$ cat src/rtl/ieae_pkg.sv
// shared types and constants for the infix expression evaluator
package ieae_pkg;

    localparam int unsigned DATA_W = 32;
    localparam int unsigned CHAR_W = 8;
    localparam int unsigned CNT_W  = $clog2(DATA_W);

    // formula characters
    localparam logic [CHAR_W-1:0] CH_ADD  = 8'h2B;
    localparam logic [CHAR_W-1:0] CH_SUB  = 8'h2D;
    localparam logic [CHAR_W-1:0] CH_MUL  = 8'h2A;
    localparam logic [CHAR_W-1:0] CH_DIV  = 8'h2F;
    localparam logic [CHAR_W-1:0] CH_ZERO = 8'h30;
    localparam logic [CHAR_W-1:0] CH_NINE = 8'h39;

    // operator waiting to join the next number to the term
    typedef enum logic [1:0] {
        TP_NONE,
        TP_MUL,
        TP_DIV
    } term_op_t;

    // operator character held while an item is worked on
    typedef enum logic [1:0] {
        K_MUL,
        K_DIV,
        K_ADD,
        K_SUB
    } op_kind_t;

    // main sequencer
    typedef enum logic [2:0] {
        ST_IDLE,
        ST_CLOSE,
        ST_WAIT,
        ST_AFTER,
        ST_TERM,
        ST_OUT
    } state_t;

    // serial multiply / divide unit
    typedef enum logic [1:0] {
        MD_IDLE,
        MD_RUN,
        MD_FIX
    } md_state_t;

    typedef struct packed {
        logic start;
        logic is_div;
    } md_req_t;

    typedef struct packed {
        logic              done;
        logic [DATA_W-1:0] result;
    } md_resp_t;

endpackage

$ cat src/rtl/ieae_if.sv
// handshake channels for formula characters and results
interface ieae_char_if;
    logic       valid;
    logic       ready;
    logic [7:0] char_code;
    logic       last_char;

    modport source (output valid, output char_code, output last_char, input ready);
    modport sink (input valid, input char_code, input last_char, output ready);
endinterface

interface ieae_result_if;
    logic        valid;
    logic        ready;
    logic [31:0] value;
    logic        div_by_zero;
    logic        bad_char;

    modport source (output valid, output value, output div_by_zero, output bad_char,
                    input ready);
    modport sink (input valid, input value, input div_by_zero, input bad_char,
                  output ready);
endinterface

$ cat src/rtl/ieae_muldiv.sv
// shared bit-serial multiplier and signed restoring divider
module ieae_muldiv (
    input  logic                     clk,
    input  logic                     rst_n,
    input  ieae_pkg::md_req_t        req,
    input  logic [ieae_pkg::DATA_W-1:0] a,
    input  logic [ieae_pkg::DATA_W-1:0] b,
    output ieae_pkg::md_resp_t       resp
);
    import ieae_pkg::*;

    md_state_t         state_reg, state_next;
    logic [CNT_W-1:0]  cnt_reg, cnt_next;
    logic [DATA_W-1:0] acc_reg, acc_next;
    logic [DATA_W-1:0] sh_reg, sh_next;
    logic [DATA_W-1:0] dv_reg, dv_next;
    logic              div_reg, div_next;
    logic              neg_reg, neg_next;

    logic [DATA_W:0]   rem_sh;
    logic [DATA_W:0]   trial;
    logic [DATA_W-1:0] add_sum;

    // one restoring step and one shift-add step
    assign rem_sh  = {acc_reg, sh_reg[DATA_W-1]};
    assign trial   = rem_sh - {1'b0, dv_reg};
    assign add_sum = acc_reg + dv_reg;

    // next state
    always_comb
    begin
        state_next = state_reg;
        case (state_reg)
            MD_IDLE: if (req.start) state_next = MD_RUN;
            MD_RUN:  if (cnt_reg == CNT_W'(DATA_W - 1)) state_next = MD_FIX;
            MD_FIX:  state_next = MD_IDLE;
            default: state_next = MD_IDLE;
        endcase
    end

    // datapath
    always_comb
    begin
        cnt_next = cnt_reg;
        acc_next = acc_reg;
        sh_next  = sh_reg;
        dv_next  = dv_reg;
        div_next = div_reg;
        neg_next = neg_reg;
        case (state_reg)
            MD_IDLE:
            begin
                if (req.start)
                begin
                    cnt_next = '0;
                    acc_next = '0;
                    div_next = req.is_div;
                    neg_next = a[DATA_W-1] ^ b[DATA_W-1];
                    if (req.is_div)
                    begin
                        sh_next = a[DATA_W-1] ? (~a + 1'b1) : a;
                        dv_next = b[DATA_W-1] ? (~b + 1'b1) : b;
                    end
                    else
                    begin
                        sh_next = b;
                        dv_next = a;
                    end
                end
            end
            MD_RUN:
            begin
                cnt_next = cnt_reg + 1'b1;
                if (div_reg)
                begin
                    if (!trial[DATA_W])
                    begin
                        acc_next = trial[DATA_W-1:0];
                        sh_next  = {sh_reg[DATA_W-2:0], 1'b1};
                    end
                    else
                    begin
                        acc_next = rem_sh[DATA_W-1:0];
                        sh_next  = {sh_reg[DATA_W-2:0], 1'b0};
                    end
                end
                else
                begin
                    if (sh_reg[0])
                        acc_next = add_sum;
                    sh_next = {1'b0, sh_reg[DATA_W-1:1]};
                    dv_next = {dv_reg[DATA_W-2:0], 1'b0};
                end
            end
            default:
            begin
            end
        endcase
    end

    // result with sign fix for the quotient
    always_comb
    begin
        resp.done   = (state_reg == MD_FIX);
        resp.result = acc_reg;
        if (div_reg)
            resp.result = neg_reg ? (~sh_reg + 1'b1) : sh_reg;
    end

    always_ff @(posedge clk or negedge rst_n)
    begin
        if (!rst_n)
        begin
            state_reg <= MD_IDLE;
            cnt_reg   <= '0;
            div_reg   <= 1'b0;
            neg_reg   <= 1'b0;
        end
        else
        begin
            state_reg <= state_next;
            cnt_reg   <= cnt_next;
            div_reg   <= div_next;
            neg_reg   <= neg_next;
        end
    end

    always_ff @(posedge clk)
    begin
        acc_reg <= acc_next;
        sh_reg  <= sh_next;
        dv_reg  <= dv_next;
    end

endmodule

$ cat src/rtl/infix_arith_expression_evaluator.sv
// top level: infix formula evaluator, one ascii character per item
//
//  channel  dir  payload                          handshake
//  formula  in   char_code[7:0], last_char        valid / ready
//  result   out  value[31:0], div_by_zero,        valid / ready
//                bad_char
//
// a digit or unknown character leaves the sequencer idle; an operator
// closes the number (ST_CLOSE, ST_AFTER, and ST_TERM for + or -); joining
// a number by * or / runs the shared bit-serial unit in ST_WAIT; the last
// character also closes the term (a last * or / closes the number twice) and
// ST_OUT loads the result; formula is taken only while the sequencer is idle
// the result register holds an item while the next formula is read in
// reset spares result data; a result stalls only the next formula's closing
module infix_arith_expression_evaluator (
    input  logic          clk,
    input  logic          rst_n,
    ieae_char_if.sink     formula,
    ieae_result_if.source result
);
    import ieae_pkg::*;

    state_t            state_reg, state_next;
    logic [DATA_W-1:0] number_reg, number_next;
    logic [DATA_W-1:0] term_reg, term_next;
    term_op_t          pend_reg, pend_next;
    logic [DATA_W-1:0] sum_reg, sum_next;
    logic              sub_reg, sub_next;
    logic              dz_reg, dz_next;
    logic              bad_reg, bad_next;
    logic              final_reg, final_next;
    logic              last_reg, last_next;
    op_kind_t          kind_reg, kind_next;
    logic              out_valid_reg, out_valid_next;
    logic [DATA_W-1:0] out_value_reg;
    logic              out_dz_reg;
    logic              out_bad_reg;

    logic              accept;
    logic              is_digit;
    logic              is_op;
    logic              kind_term;
    logic              out_load;
    logic              unit_needed;
    op_kind_t          char_kind;
    md_req_t           md_req;
    md_resp_t          md_resp;

    // input decode
    assign formula.ready = (state_reg == ST_IDLE);
    assign accept        = formula.valid && formula.ready;
    assign is_digit      = formula.char_code inside {[CH_ZERO:CH_NINE]};
    assign is_op         = formula.char_code inside {CH_ADD, CH_SUB, CH_MUL, CH_DIV};

    always_comb
    begin
        case (formula.char_code)
            CH_MUL:  char_kind = K_MUL;
            CH_DIV:  char_kind = K_DIV;
            CH_SUB:  char_kind = K_SUB;
            default: char_kind = K_ADD;
        endcase
    end

    assign kind_term   = (kind_reg == K_MUL) || (kind_reg == K_DIV);
    assign unit_needed = (pend_reg == TP_MUL) ||
                         ((pend_reg == TP_DIV) && (number_reg != '0));
    assign out_load    = (state_reg == ST_OUT) && (!out_valid_reg || result.ready);

    // shared serial multiply / divide
    ieae_muldiv u_muldiv (
        .clk   (clk),
        .rst_n (rst_n),
        .req   (md_req),
        .a     (term_reg),
        .b     (number_reg),
        .resp  (md_resp)
    );

    // next state
    always_comb
    begin
        state_next = state_reg;
        case (state_reg)
            ST_IDLE:
                if (accept && (is_op || formula.last_char))
                    state_next = ST_CLOSE;
            ST_CLOSE:
                state_next = unit_needed ? ST_WAIT : ST_AFTER;
            ST_WAIT:
                if (md_resp.done)
                    state_next = ST_AFTER;
            ST_AFTER:
                if (!final_reg && kind_term)
                    state_next = last_reg ? ST_CLOSE : ST_IDLE;
                else
                    state_next = ST_TERM;
            ST_TERM:
                if (final_reg)
                    state_next = ST_OUT;
                else
                    state_next = last_reg ? ST_CLOSE : ST_IDLE;
            ST_OUT:
                if (out_load)
                    state_next = ST_IDLE;
            default:
                state_next = ST_IDLE;
        endcase
    end

    // datapath and outputs
    always_comb
    begin
        number_next = number_reg;
        term_next   = term_reg;
        pend_next   = pend_reg;
        sum_next    = sum_reg;
        sub_next    = sub_reg;
        dz_next     = dz_reg;
        bad_next    = bad_reg;
        final_next  = final_reg;
        last_next   = last_reg;
        kind_next   = kind_reg;
        md_req      = '0;
        case (state_reg)
            ST_IDLE:
            begin
                if (accept)
                begin
                    last_next = formula.last_char;
                    if (is_digit)
                        number_next = {number_reg[DATA_W-4:0], 3'b000}
                                    + {number_reg[DATA_W-2:0], 1'b0}
                                    + {{(DATA_W-4){1'b0}}, formula.char_code[3:0]};
                    else if (!is_op)
                        bad_next = 1'b1;
                    if (is_op)
                    begin
                        kind_next  = char_kind;
                        final_next = 1'b0;
                    end
                    else
                        final_next = 1'b1;
                end
            end
            ST_CLOSE:
            begin
                // join the finished number to the term
                case (pend_reg)
                    TP_MUL:
                    begin
                        md_req.start  = 1'b1;
                        md_req.is_div = 1'b0;
                    end
                    TP_DIV:
                    begin
                        if (number_reg == '0)
                        begin
                            term_next = '0;
                            dz_next   = 1'b1;
                        end
                        else
                        begin
                            md_req.start  = 1'b1;
                            md_req.is_div = 1'b1;
                        end
                    end
                    default:
                        term_next = number_reg;
                endcase
                if (!unit_needed)
                    number_next = '0;
            end
            ST_WAIT:
            begin
                if (md_resp.done)
                begin
                    term_next   = md_resp.result;
                    number_next = '0;
                end
            end
            ST_AFTER:
            begin
                if (!final_reg && kind_term)
                begin
                    pend_next = (kind_reg == K_MUL) ? TP_MUL : TP_DIV;
                    if (last_reg)
                        final_next = 1'b1;
                end
            end
            ST_TERM:
            begin
                // join the finished term to the sum
                sum_next  = sub_reg ? (sum_reg - term_reg) : (sum_reg + term_reg);
                term_next = '0;
                pend_next = TP_NONE;
                if (!final_reg)
                begin
                    sub_next = (kind_reg == K_SUB);
                    if (last_reg)
                        final_next = 1'b1;
                end
            end
            ST_OUT:
            begin
                if (out_load)
                begin
                    number_next = '0;
                    term_next   = '0;
                    pend_next   = TP_NONE;
                    sum_next    = '0;
                    sub_next    = 1'b0;
                    dz_next     = 1'b0;
                    bad_next    = 1'b0;
                    final_next  = 1'b0;
                end
            end
            default:
            begin
            end
        endcase
    end

    // result register
    assign out_valid_next     = (out_valid_reg && !result.ready) || out_load;
    assign result.valid       = out_valid_reg;
    assign result.value       = out_value_reg;
    assign result.div_by_zero = out_dz_reg;
    assign result.bad_char    = out_bad_reg;

    always_ff @(posedge clk or negedge rst_n)
    begin
        if (!rst_n)
        begin
            state_reg     <= ST_IDLE;
            number_reg    <= '0;
            term_reg      <= '0;
            pend_reg      <= TP_NONE;
            sum_reg       <= '0;
            sub_reg       <= 1'b0;
            dz_reg        <= 1'b0;
            bad_reg       <= 1'b0;
            final_reg     <= 1'b0;
            last_reg      <= 1'b0;
            kind_reg      <= K_ADD;
            out_valid_reg <= 1'b0;
        end
        else
        begin
            state_reg     <= state_next;
            number_reg    <= number_next;
            term_reg      <= term_next;
            pend_reg      <= pend_next;
            sum_reg       <= sum_next;
            sub_reg       <= sub_next;
            dz_reg        <= dz_next;
            bad_reg       <= bad_next;
            final_reg     <= final_next;
            last_reg      <= last_next;
            kind_reg      <= kind_next;
            out_valid_reg <= out_valid_next;
        end
    end

    always_ff @(posedge clk)
    begin
        if (out_load)
        begin
            out_value_reg <= sum_reg;
            out_dz_reg    <= dz_reg;
            out_bad_reg   <= bad_reg;
        end
    end

endmodule

$ cat src/flat_wrapper.sv
// flat-port wrapper written by rule: the top's interface ports become plain ports
module infix_arith_expression_evaluator_flat import ieae_pkg::*;
  (clk, rst_n, formula_valid, formula_char_code, formula_last_char, formula_ready, result_valid, result_value, result_div_by_zero, result_bad_char, result_ready);
  ieae_char_if formula_i ();
  ieae_result_if result_i ();
  input  logic clk;
  input  logic rst_n;
  input wire logic [$bits(formula_i.valid)-1:0] formula_valid;
  input wire logic [$bits(formula_i.char_code)-1:0] formula_char_code;
  input wire logic [$bits(formula_i.last_char)-1:0] formula_last_char;
  output wire logic [$bits(formula_i.ready)-1:0] formula_ready;
  output wire logic [$bits(result_i.valid)-1:0] result_valid;
  output wire logic [$bits(result_i.value)-1:0] result_value;
  output wire logic [$bits(result_i.div_by_zero)-1:0] result_div_by_zero;
  output wire logic [$bits(result_i.bad_char)-1:0] result_bad_char;
  input wire logic [$bits(result_i.ready)-1:0] result_ready;
  assign formula_i.valid = formula_valid;
  assign formula_i.char_code = formula_char_code;
  assign formula_i.last_char = formula_last_char;
  assign formula_ready = formula_i.ready;
  assign result_valid = result_i.valid;
  assign result_value = result_i.value;
  assign result_div_by_zero = result_i.div_by_zero;
  assign result_bad_char = result_i.bad_char;
  assign result_i.ready = result_ready;
  infix_arith_expression_evaluator u_core (.clk(clk), .rst_n(rst_n), .formula(formula_i), .result(result_i));
endmodule
$ cat config.mk
export PLATFORM = sky130hd
export DESIGN_NAME = infix_arith_expression_evaluator_flat
export DESIGN_NICKNAME = d
export VERILOG_FILES = /design/src/rtl/ieae_pkg.sv /design/src/rtl/ieae_if.sv /design/src/rtl/ieae_muldiv.sv /design/src/rtl/infix_arith_expression_evaluator.sv /design/src/flat_wrapper.sv
export SDC_FILE = /design/constraint.sdc
export NUM_CORES = 1
export LEC_CHECK = 0
export ABC_CLOCK_PERIOD_IN_PS = 4100
export BUFFER_PORTS_ARGS = -buffer_cell sky130_fd_sc_hd__clkbuf_2
export CELL_PAD_IN_SITES_DETAIL_PLACEMENT = 0
export CELL_PAD_IN_SITES_GLOBAL_PLACEMENT = 1
export CORE_UTILIZATION = 46
export CTS_BUF_LIST = sky130_fd_sc_hd__clkbuf_4
export CTS_CLUSTER_DIAMETER = 100
export CTS_CLUSTER_SIZE = 28
export DETAILED_ROUTE_END_ITERATION = 10
export GPL_TIMING_DRIVEN = 0
export PLACE_DENSITY = 0.88
export RECOVER_POWER = 100
export SLEW_MARGIN = 20
export SYNTH_ARGS = -nofsm -noshare
export SYNTH_HDL_FRONTEND = slang
export SYNTH_SLANG_ARGS = --single-unit
export TNS_END_PERCENT = 1
$ cat constraint.sdc
create_clock -name clk -period 4.1 [get_ports clk]
set_input_delay 0.82 -clock clk [delete_from_list [all_inputs] [get_ports clk]]
set_output_delay 0.82 -clock clk [all_outputs]
set_load 0.01 [all_outputs]
==> impl_metrics.yaml, run 1 <==
setup_path:
  worstPathRequired_ns: 4.66
  critPathKind: "flop to flop"
  crit_path_end_kind: "flop"
  cp.arrival_ns: 4.99
  worst_setup_path_start_kind: "flop"
  path_max_fanout: 14
clock_network:
  clockBufferDepth: 3
  cts.htree.levels: 1
  clockRootBuffer: "clkbuf_4"
  cts_sinks: 248
  clkTransAtPathRegs_ns: 0.32
  insertion_delay_ns: 0.80
  numCtsBuffers: 14
  cts_tree: "built"
floorplanning:
  die_y_um: 212
  rows: 76
  start_util_pct: 46.8
  die_w_um: 212
  io_pins: 49
  dieArea_um2: 44900
  coreArea_um2: 43300
sta:
  finalSetupViolCount: 143
  worst_pin_slew_ns: 3.12
  tns_ns: -16.61
  hold_viol: 0
  worst_slew_margin_rel_pct: -108
  period_minus_slack_ns: 4.42
  fin_crit_sh_pct: 108
  fmax_mhz: 226
  clock_skew_ns: 0.109
  worst_slack_ns: -0.324
  slew_violations: 53
  rsz0062_at_grt: "yes"
global_route:
  grt_max_degree: 67
  grt_pass1_wl_um: 98500
  grt.overflow.total: 0
  antenna_found_initial: 3
  grt_pass1_vias: 17735
  gr-usage-all-layers_pct: 28.3
final_layout:
  multi_input_area_um2: 12700
  drive_gt1_share_pct: 5.59
  final_util_pct: 50.3
  layout.cells.non_filler: 3004
  fin_area_um2: 21700
  final.fill_count: 4222
  nets: 2587
  area_growth_pct: 7.28
  final_common_cell: "nor2_1"
  final_cell_mix: "nor2_1 (240), a21oi_1 (218), nand2_1 (189), ha_1 (158), o21ai_0 (147)"
  seq_area_um2: 6870
synth:
  synth_area_um2: 20300
  ys_seq_area_share_pct: 33.8
  synth-edff-count: 130
  synthFlopType: "edfxtp_1"
  synth_warnings: 0
  netlist-cell-type-count: 71
  syn_nets: 2509
  yosysTopAreaCellShare_pct: 19.3
  synth.avg_cell_area_um2: 8.69
  synth-seq-cells: 248
  yosys.area.top_type: "edfxtp_1"
  synthCells: 2331
  async_flop_share_pct: 47.6
  synth.area.top_cells: "edfxtp_1 (19%), dfrtp_1 (14%), ha_1 (9.9%)"
routing:
  dr.pass1.iters: 5
  drt-total-wl_um: 63700
  drt_iter0_markers: 1586
  vias: 18212
  via_per_inst: 6.06
  wl_per_cell_um: 21.2
  drc: 0
  postRouteAntennaNets: 0
placed_design:
  io_buffers: 48
  placedInstanceArea_um2: 21300
  place.gp.congestion: 0.957
  hpwlAfterDp_um: 50400
  post-place-cells: 2968
run_status:
  outcome: "finished, violations left"
  violations: "capacitance limit, slew limit, setup timing"
power_and_ir_drop:
  ir_worst_vdd_uv: 367
  p_leak_nw: 8.95
  power_density_nw_per_um2: 720
  power_mw: 15.6
min_path:
  hold_path_class: "input pin to flop"
flow_run:
  maxCapViolations: 1
## path summary, 6_finish.rpt
kind	start	endpoint	slack [ns]	cells after the start
setup / recovery	u_core.number_reg[6]$_DFFE_PN0P_	u_core.u_muldiv.acc_reg[29]$_SDFFCE_PN0P_	-0.32	13
setup reg to reg	u_core.number_reg[6]$_DFFE_PN0P_	u_core.u_muldiv.acc_reg[29]$_SDFFCE_PN0P_	-0.32	13
hold / removal	formula_last_char	u_core.last_reg$_DFFE_PN0P_	0.29	3
max in group asynchronous	rst_n	u_core.number_reg[15]$_DFFE_PN0P_	0.52	2
hold reg to reg	u_core.bad_reg$_DFFE_PN0P_	u_core.result.bad_char$_DFFE_PP_	0.50	0
min in group asynchronous	rst_n	u_core.number_reg[17]$_DFFE_PN0P_	1.59	2
## timing repair
item | in CTS | in global routing
buffers inserted | 12 | 0
pin swaps | 16 | 2
hold buffers | 1 | 0
endpoints found under the setup margin | 158 | 131
hold endpoints to repair | 33 | 0
resized for setup | 41 | 24
## cells in the mapped netlist, types with 12 or more instances
cell      number
a211oi_1      78
a21o_1        51
a21oi_1      221
a22o_1        35
a31oi_1       18
buf_2         15
clkbuf_1     102
dfrtp_1      117
edfxtp_1     130
ha_1         160
inv_1         77
mux2i_1       66
nand2_1      192
nand2b_1      25
nand3_1       31
nand4_1       16
nor2_1       242
nor2b_1       31
nor3_1        45
o211ai_1      23
o21a_1        19
o21ai_0      146
o21ai_1       29
o21bai_1      15
o22ai_1       16
o31ai_1       37
o41ai_1       12
or3_1         22
xnor2_1      111
xor2_1       113
## cell families after synthesis
family / after synthesis / synth area share, %
AOI/OAI and AO/OA: 749 / 23.4
xor gates and xnor gates: 224 / 9.68
adders and majority gates: 165 / 10.4
buffers and inverters: 208 / 4.22
DFF: 248 / 33.8
muxes: 67 / 3.32
and+or+nand+nor: 670 / 15.2
## power by group
group	total (mW)	internal [mW]	switching, mW	leakage, nW
Sequential	4.39	3.54	0.848	2.73
Combinational	10.1	4.11	6.01	6.11
Clock	1.14	0.235	0.905	0.115
Total	15.6	7.88	7.77	8.95
## stage by stage
step	setup WS (ns)	hold WS (ns)
global placement	-0.924	0.426
detailed placement	-0.943	0.442
floorplan	-0.0897	0.419
global route	-0.442	0.250
CTS	-0.209	0.257
finish	-0.324	0.290
## worst max-delay path, stage by stage, from the launching register on
cell,delay [ns]
dfrtp_1,0.49
buf_2,0.20
or4_1,0.60
nor4_1,0.51
nand4_1,0.33
or4_1,0.57
and3_1,0.24
buf_6,0.15
a21oi_1,0.13
or4_4,0.18
buf_6,0.16
a22oi_2,0.20
buf_6,0.28
buf_6,0.17
## area by class of cell
cell class	instances	area share [%]
inverters	77	1.33
clock buffers	17	0.587
diodes	2	0.0230
flip-flops and latches	248	31.6
repair buffers	65	1.59
clock inverters	7	0.374
well taps	585	3.37
multi-input cells	1875	58.5
plain buffers	128	2.59
## layer usage
| layer | global-route usage (%) | routed length [um] | part of all wire [%] | up-vias |
|---|---|---|---|---|
| li1 | - | - | - | 8674 |
| met4 | 8.50 | 1940 | 3.0 | 2 |
| met1 | 40.1 | 28800 | 45 | 8871 |
| met5 | 0 | 7 | 0.011 | - |
| met2 | 45.6 | 29000 | 46 | 556 |
| met3 | 2.66 | 3990 | 6.3 | 109 |
Note: power is estimated with default switching activity, not from simulation.
==> inputs of run 2 (changes only) <==
--- a/config.mk
+++ b/config.mk
@@ -7,6 +7,7 @@
 export LEC_CHECK = 0
 export ABC_CLOCK_PERIOD_IN_PS = 4100
 export BUFFER_PORTS_ARGS = -buffer_cell sky130_fd_sc_hd__clkbuf_2
+export CAP_MARGIN = 0
 export CELL_PAD_IN_SITES_DETAIL_PLACEMENT = 0
 export CELL_PAD_IN_SITES_GLOBAL_PLACEMENT = 1
 export CORE_UTILIZATION = 46
@@ -17,7 +18,7 @@
 export GPL_TIMING_DRIVEN = 0
 export PLACE_DENSITY = 0.88
 export RECOVER_POWER = 100
-export SLEW_MARGIN = 20
+export REMOVE_ABC_BUFFERS = 1
 export SYNTH_ARGS = -nofsm -noshare
 export SYNTH_HDL_FRONTEND = slang
 export SYNTH_SLANG_ARGS = --single-unit
==> impl_metrics.yaml, run 2 (synthesis results as in run 1) <==
run_status:
  outcome: "finished, violations left"
  violations: "capacitance limit, slew limit, setup timing"
routing:
  drt_iter0_markers: 1533
  via_per_inst: 6.07
  vias: 17592
  drc: 0
  drt-total-wl_um: 57600
  wl_per_cell_um: 19.9
  postRouteAntennaNets: 0
  dr.pass1.iters: 5
clock_network:
  cts_tree: "built"
  numCtsBuffers: 14
  cts_sinks: 248
  clockBufferDepth: 3
  insertion_delay_ns: 0.78
  clkTransAtPathRegs_ns: 0.28
  clockRootBuffer: "clkbuf_4"
  cts.htree.levels: 1
setup_path:
  worstPathRequired_ns: 4.78
  reg2reg_from: "u_core.term_reg[19]$_DFFE_PN0P_"
  critPathKind: "flop to flop"
  crit_path_end_kind: "flop"
  path_max_fanout: 4
  cp.arrival_ns: 5.04
  startpoint: "u_core.term_reg[19]$_DFFE_PN0P_"
  worst_setup_path_start_kind: "flop"
floorplanning:
  die_w_um: 212
  die_y_um: 212
  dieArea_um2: 44900
  coreArea_um2: 43300
  io_pins: 49
  rows: 76
  start_util_pct: 46.8
flow_run:
  maxCapViolations: 3
final_layout:
  final.fill_count: 4041
  fin_area_um2: 21700
  final_cell_mix: "nor2_1 (236), a21oi_1 (218), nand2_1 (188), ha_1 (158), o21ai_0 (145)"
  area_growth_pct: 7.09
  nets: 2482
  drive_gt1_share_pct: 7.18
  final_common_cell: "nor2_1"
global_route:
  antenna_found_initial: 2
  grt_pass1_vias: 16598
  grt_pass1_wl_um: 91500
  grt_max_degree: 73
  grt.overflow.total: 0
  gr-usage-all-layers_pct: 25.6
sta:
  clock_skew_ns: 0.126
  fmax_mhz: 229
  hold_viol: 0
  slew_violations: 108
  finalSetupViolCount: 51
  rsz0062_at_grt: "yes"
  worst_slew_margin_rel_pct: -100
  worst_pin_slew_ns: 3.01
  fin_crit_sh_pct: 106
  worst_slack_ns: -0.261
  timing.hold.ws_ns: 0.256
  period_minus_slack_ns: 4.36
min_path:
  hold_path_class: "input pin to flop"
  hp-start: "formula_last_char"
power_and_ir_drop:
  power_switching_mw: 7.71
  seqPwrFrac_pct: 29.8
  swShare_pct: 48.9
  p_int_mw: 8.06
  comb_power_share_pct: 63.0
  p_leak_nw: 8.92
  power_density_nw_per_um2: 727
  ir_worst_vdd_uv: 280
  pwr-share-clk_pct: 7.2
placed_design:
  placedInstanceArea_um2: 21100
  hpwlAfterDp_um: 42700
  place.gp.congestion: 0.931
  io_buffers: 48
## run 2: area by class of cell
| cell class | instances | area (um^2) | area share, % |
|---|---|---|---|
| Tap cell | 585 | 732 | 3.37 |
| Clock buffer | 17 | 128 | 0.588 |
| Multi-Input combinational cell | 1875 | 12900 | 59.3 |
| Sequential cell | 248 | 6890 | 31.8 |
| Timing Repair Buffer | 88 | 709 | 3.27 |
| Antenna cell | 1 | 2.50 | 0.0115 |
| Inverter | 77 | 292 | 1.34 |
| Clock inverter | 7 | 72.6 | 0.334 |
## run 2: metrics by stage
stage / std cells / setup WS (ns) / TNS (ns) / total power [mW] / util, %
6_report: 2898 / -0.261 / -1.91 / 15.8 / 50.2
5_1_grt: 2898 / -0.387 / -10.26 / 17.0 / 50.2
4_1_cts: 2893 / -0.184 / -0.258 / 15.5 / 49.9
3_5_place_dp: 2850 / -0.947 / -80.80 / 14.0 / 48.7
3_3_place_gp: 2833 / -7.12 / -827.50 / 13.3 / 47.8
2_1_floorplan: 2200 / -2.56 / -227.62 / 11.5 / -
## run 2: power groups by stage
stage	clock, mW	sequential, mW	combinational [mW]
after floorplan	0	4.31	7.19
after global placement	0	4.66	8.61
after detailed placement	0	4.71	9.32
after CTS	1.15	4.65	9.73
after global routing	1.21	4.80	11.0
final	1.13	4.71	9.94
## run 2: worst max-delay path, stage by stage, from the launching register on
cell and delay (ns):
dfrtp_2 0.50, or4_4 0.57, nor3_4 0.19, nand4b_1 0.18, or3_4 0.39, or3_4 0.38
nor2b_4 0.14, xnor2_1 0.15, ha_1 0.33, nand2_2 0.08, nor2_4 0.11, nand4_1 0.10
or3_4 0.44, a21oi_4 0.18, o31ai_2 0.09, and4_1 0.22, a211o_1 0.22
## run 2: per-layer routing
layer,global-route usage [%],vias to the layer above,routed length (um)
li1,-,8459,-
met2,41.0,534,26400
met3,3.07,69,3360
met5,0,-,11
met4,7.07,2,1340
met1,36.3,8528,26600
## run 2: timing repair
action,4_1_cts,5_1_grt
pin swaps,22,23
hold buffers,1,0
hold endpoints to repair,43,0
gates resized for setup,53,35
gates cloned,0,0
endpoints found under the setup margin,164,145
setup buffers,18,4
## run 2: worst paths after layout
check | endpoint | slack [ns] | cells past startpoint
max | u_core.sum_reg[31]$_DFFE_PN0P_ | -0.26 | 16
min | u_core.last_reg$_DFFE_PN0P_ | 0.26 | 3
max reg2reg | u_core.sum_reg[31]$_DFFE_PN0P_ | -0.26 | 16
min reg2reg | u_core.result.value[27]$_DFFE_PP_ | 0.50 | 0
max in group asynchronous | u_core.term_reg[16]$_DFFE_PN0P_ | 0.68 | 2
min in group asynchronous | u_core.sum_reg[25]$_DFFE_PN0P_ | 1.52 | 2
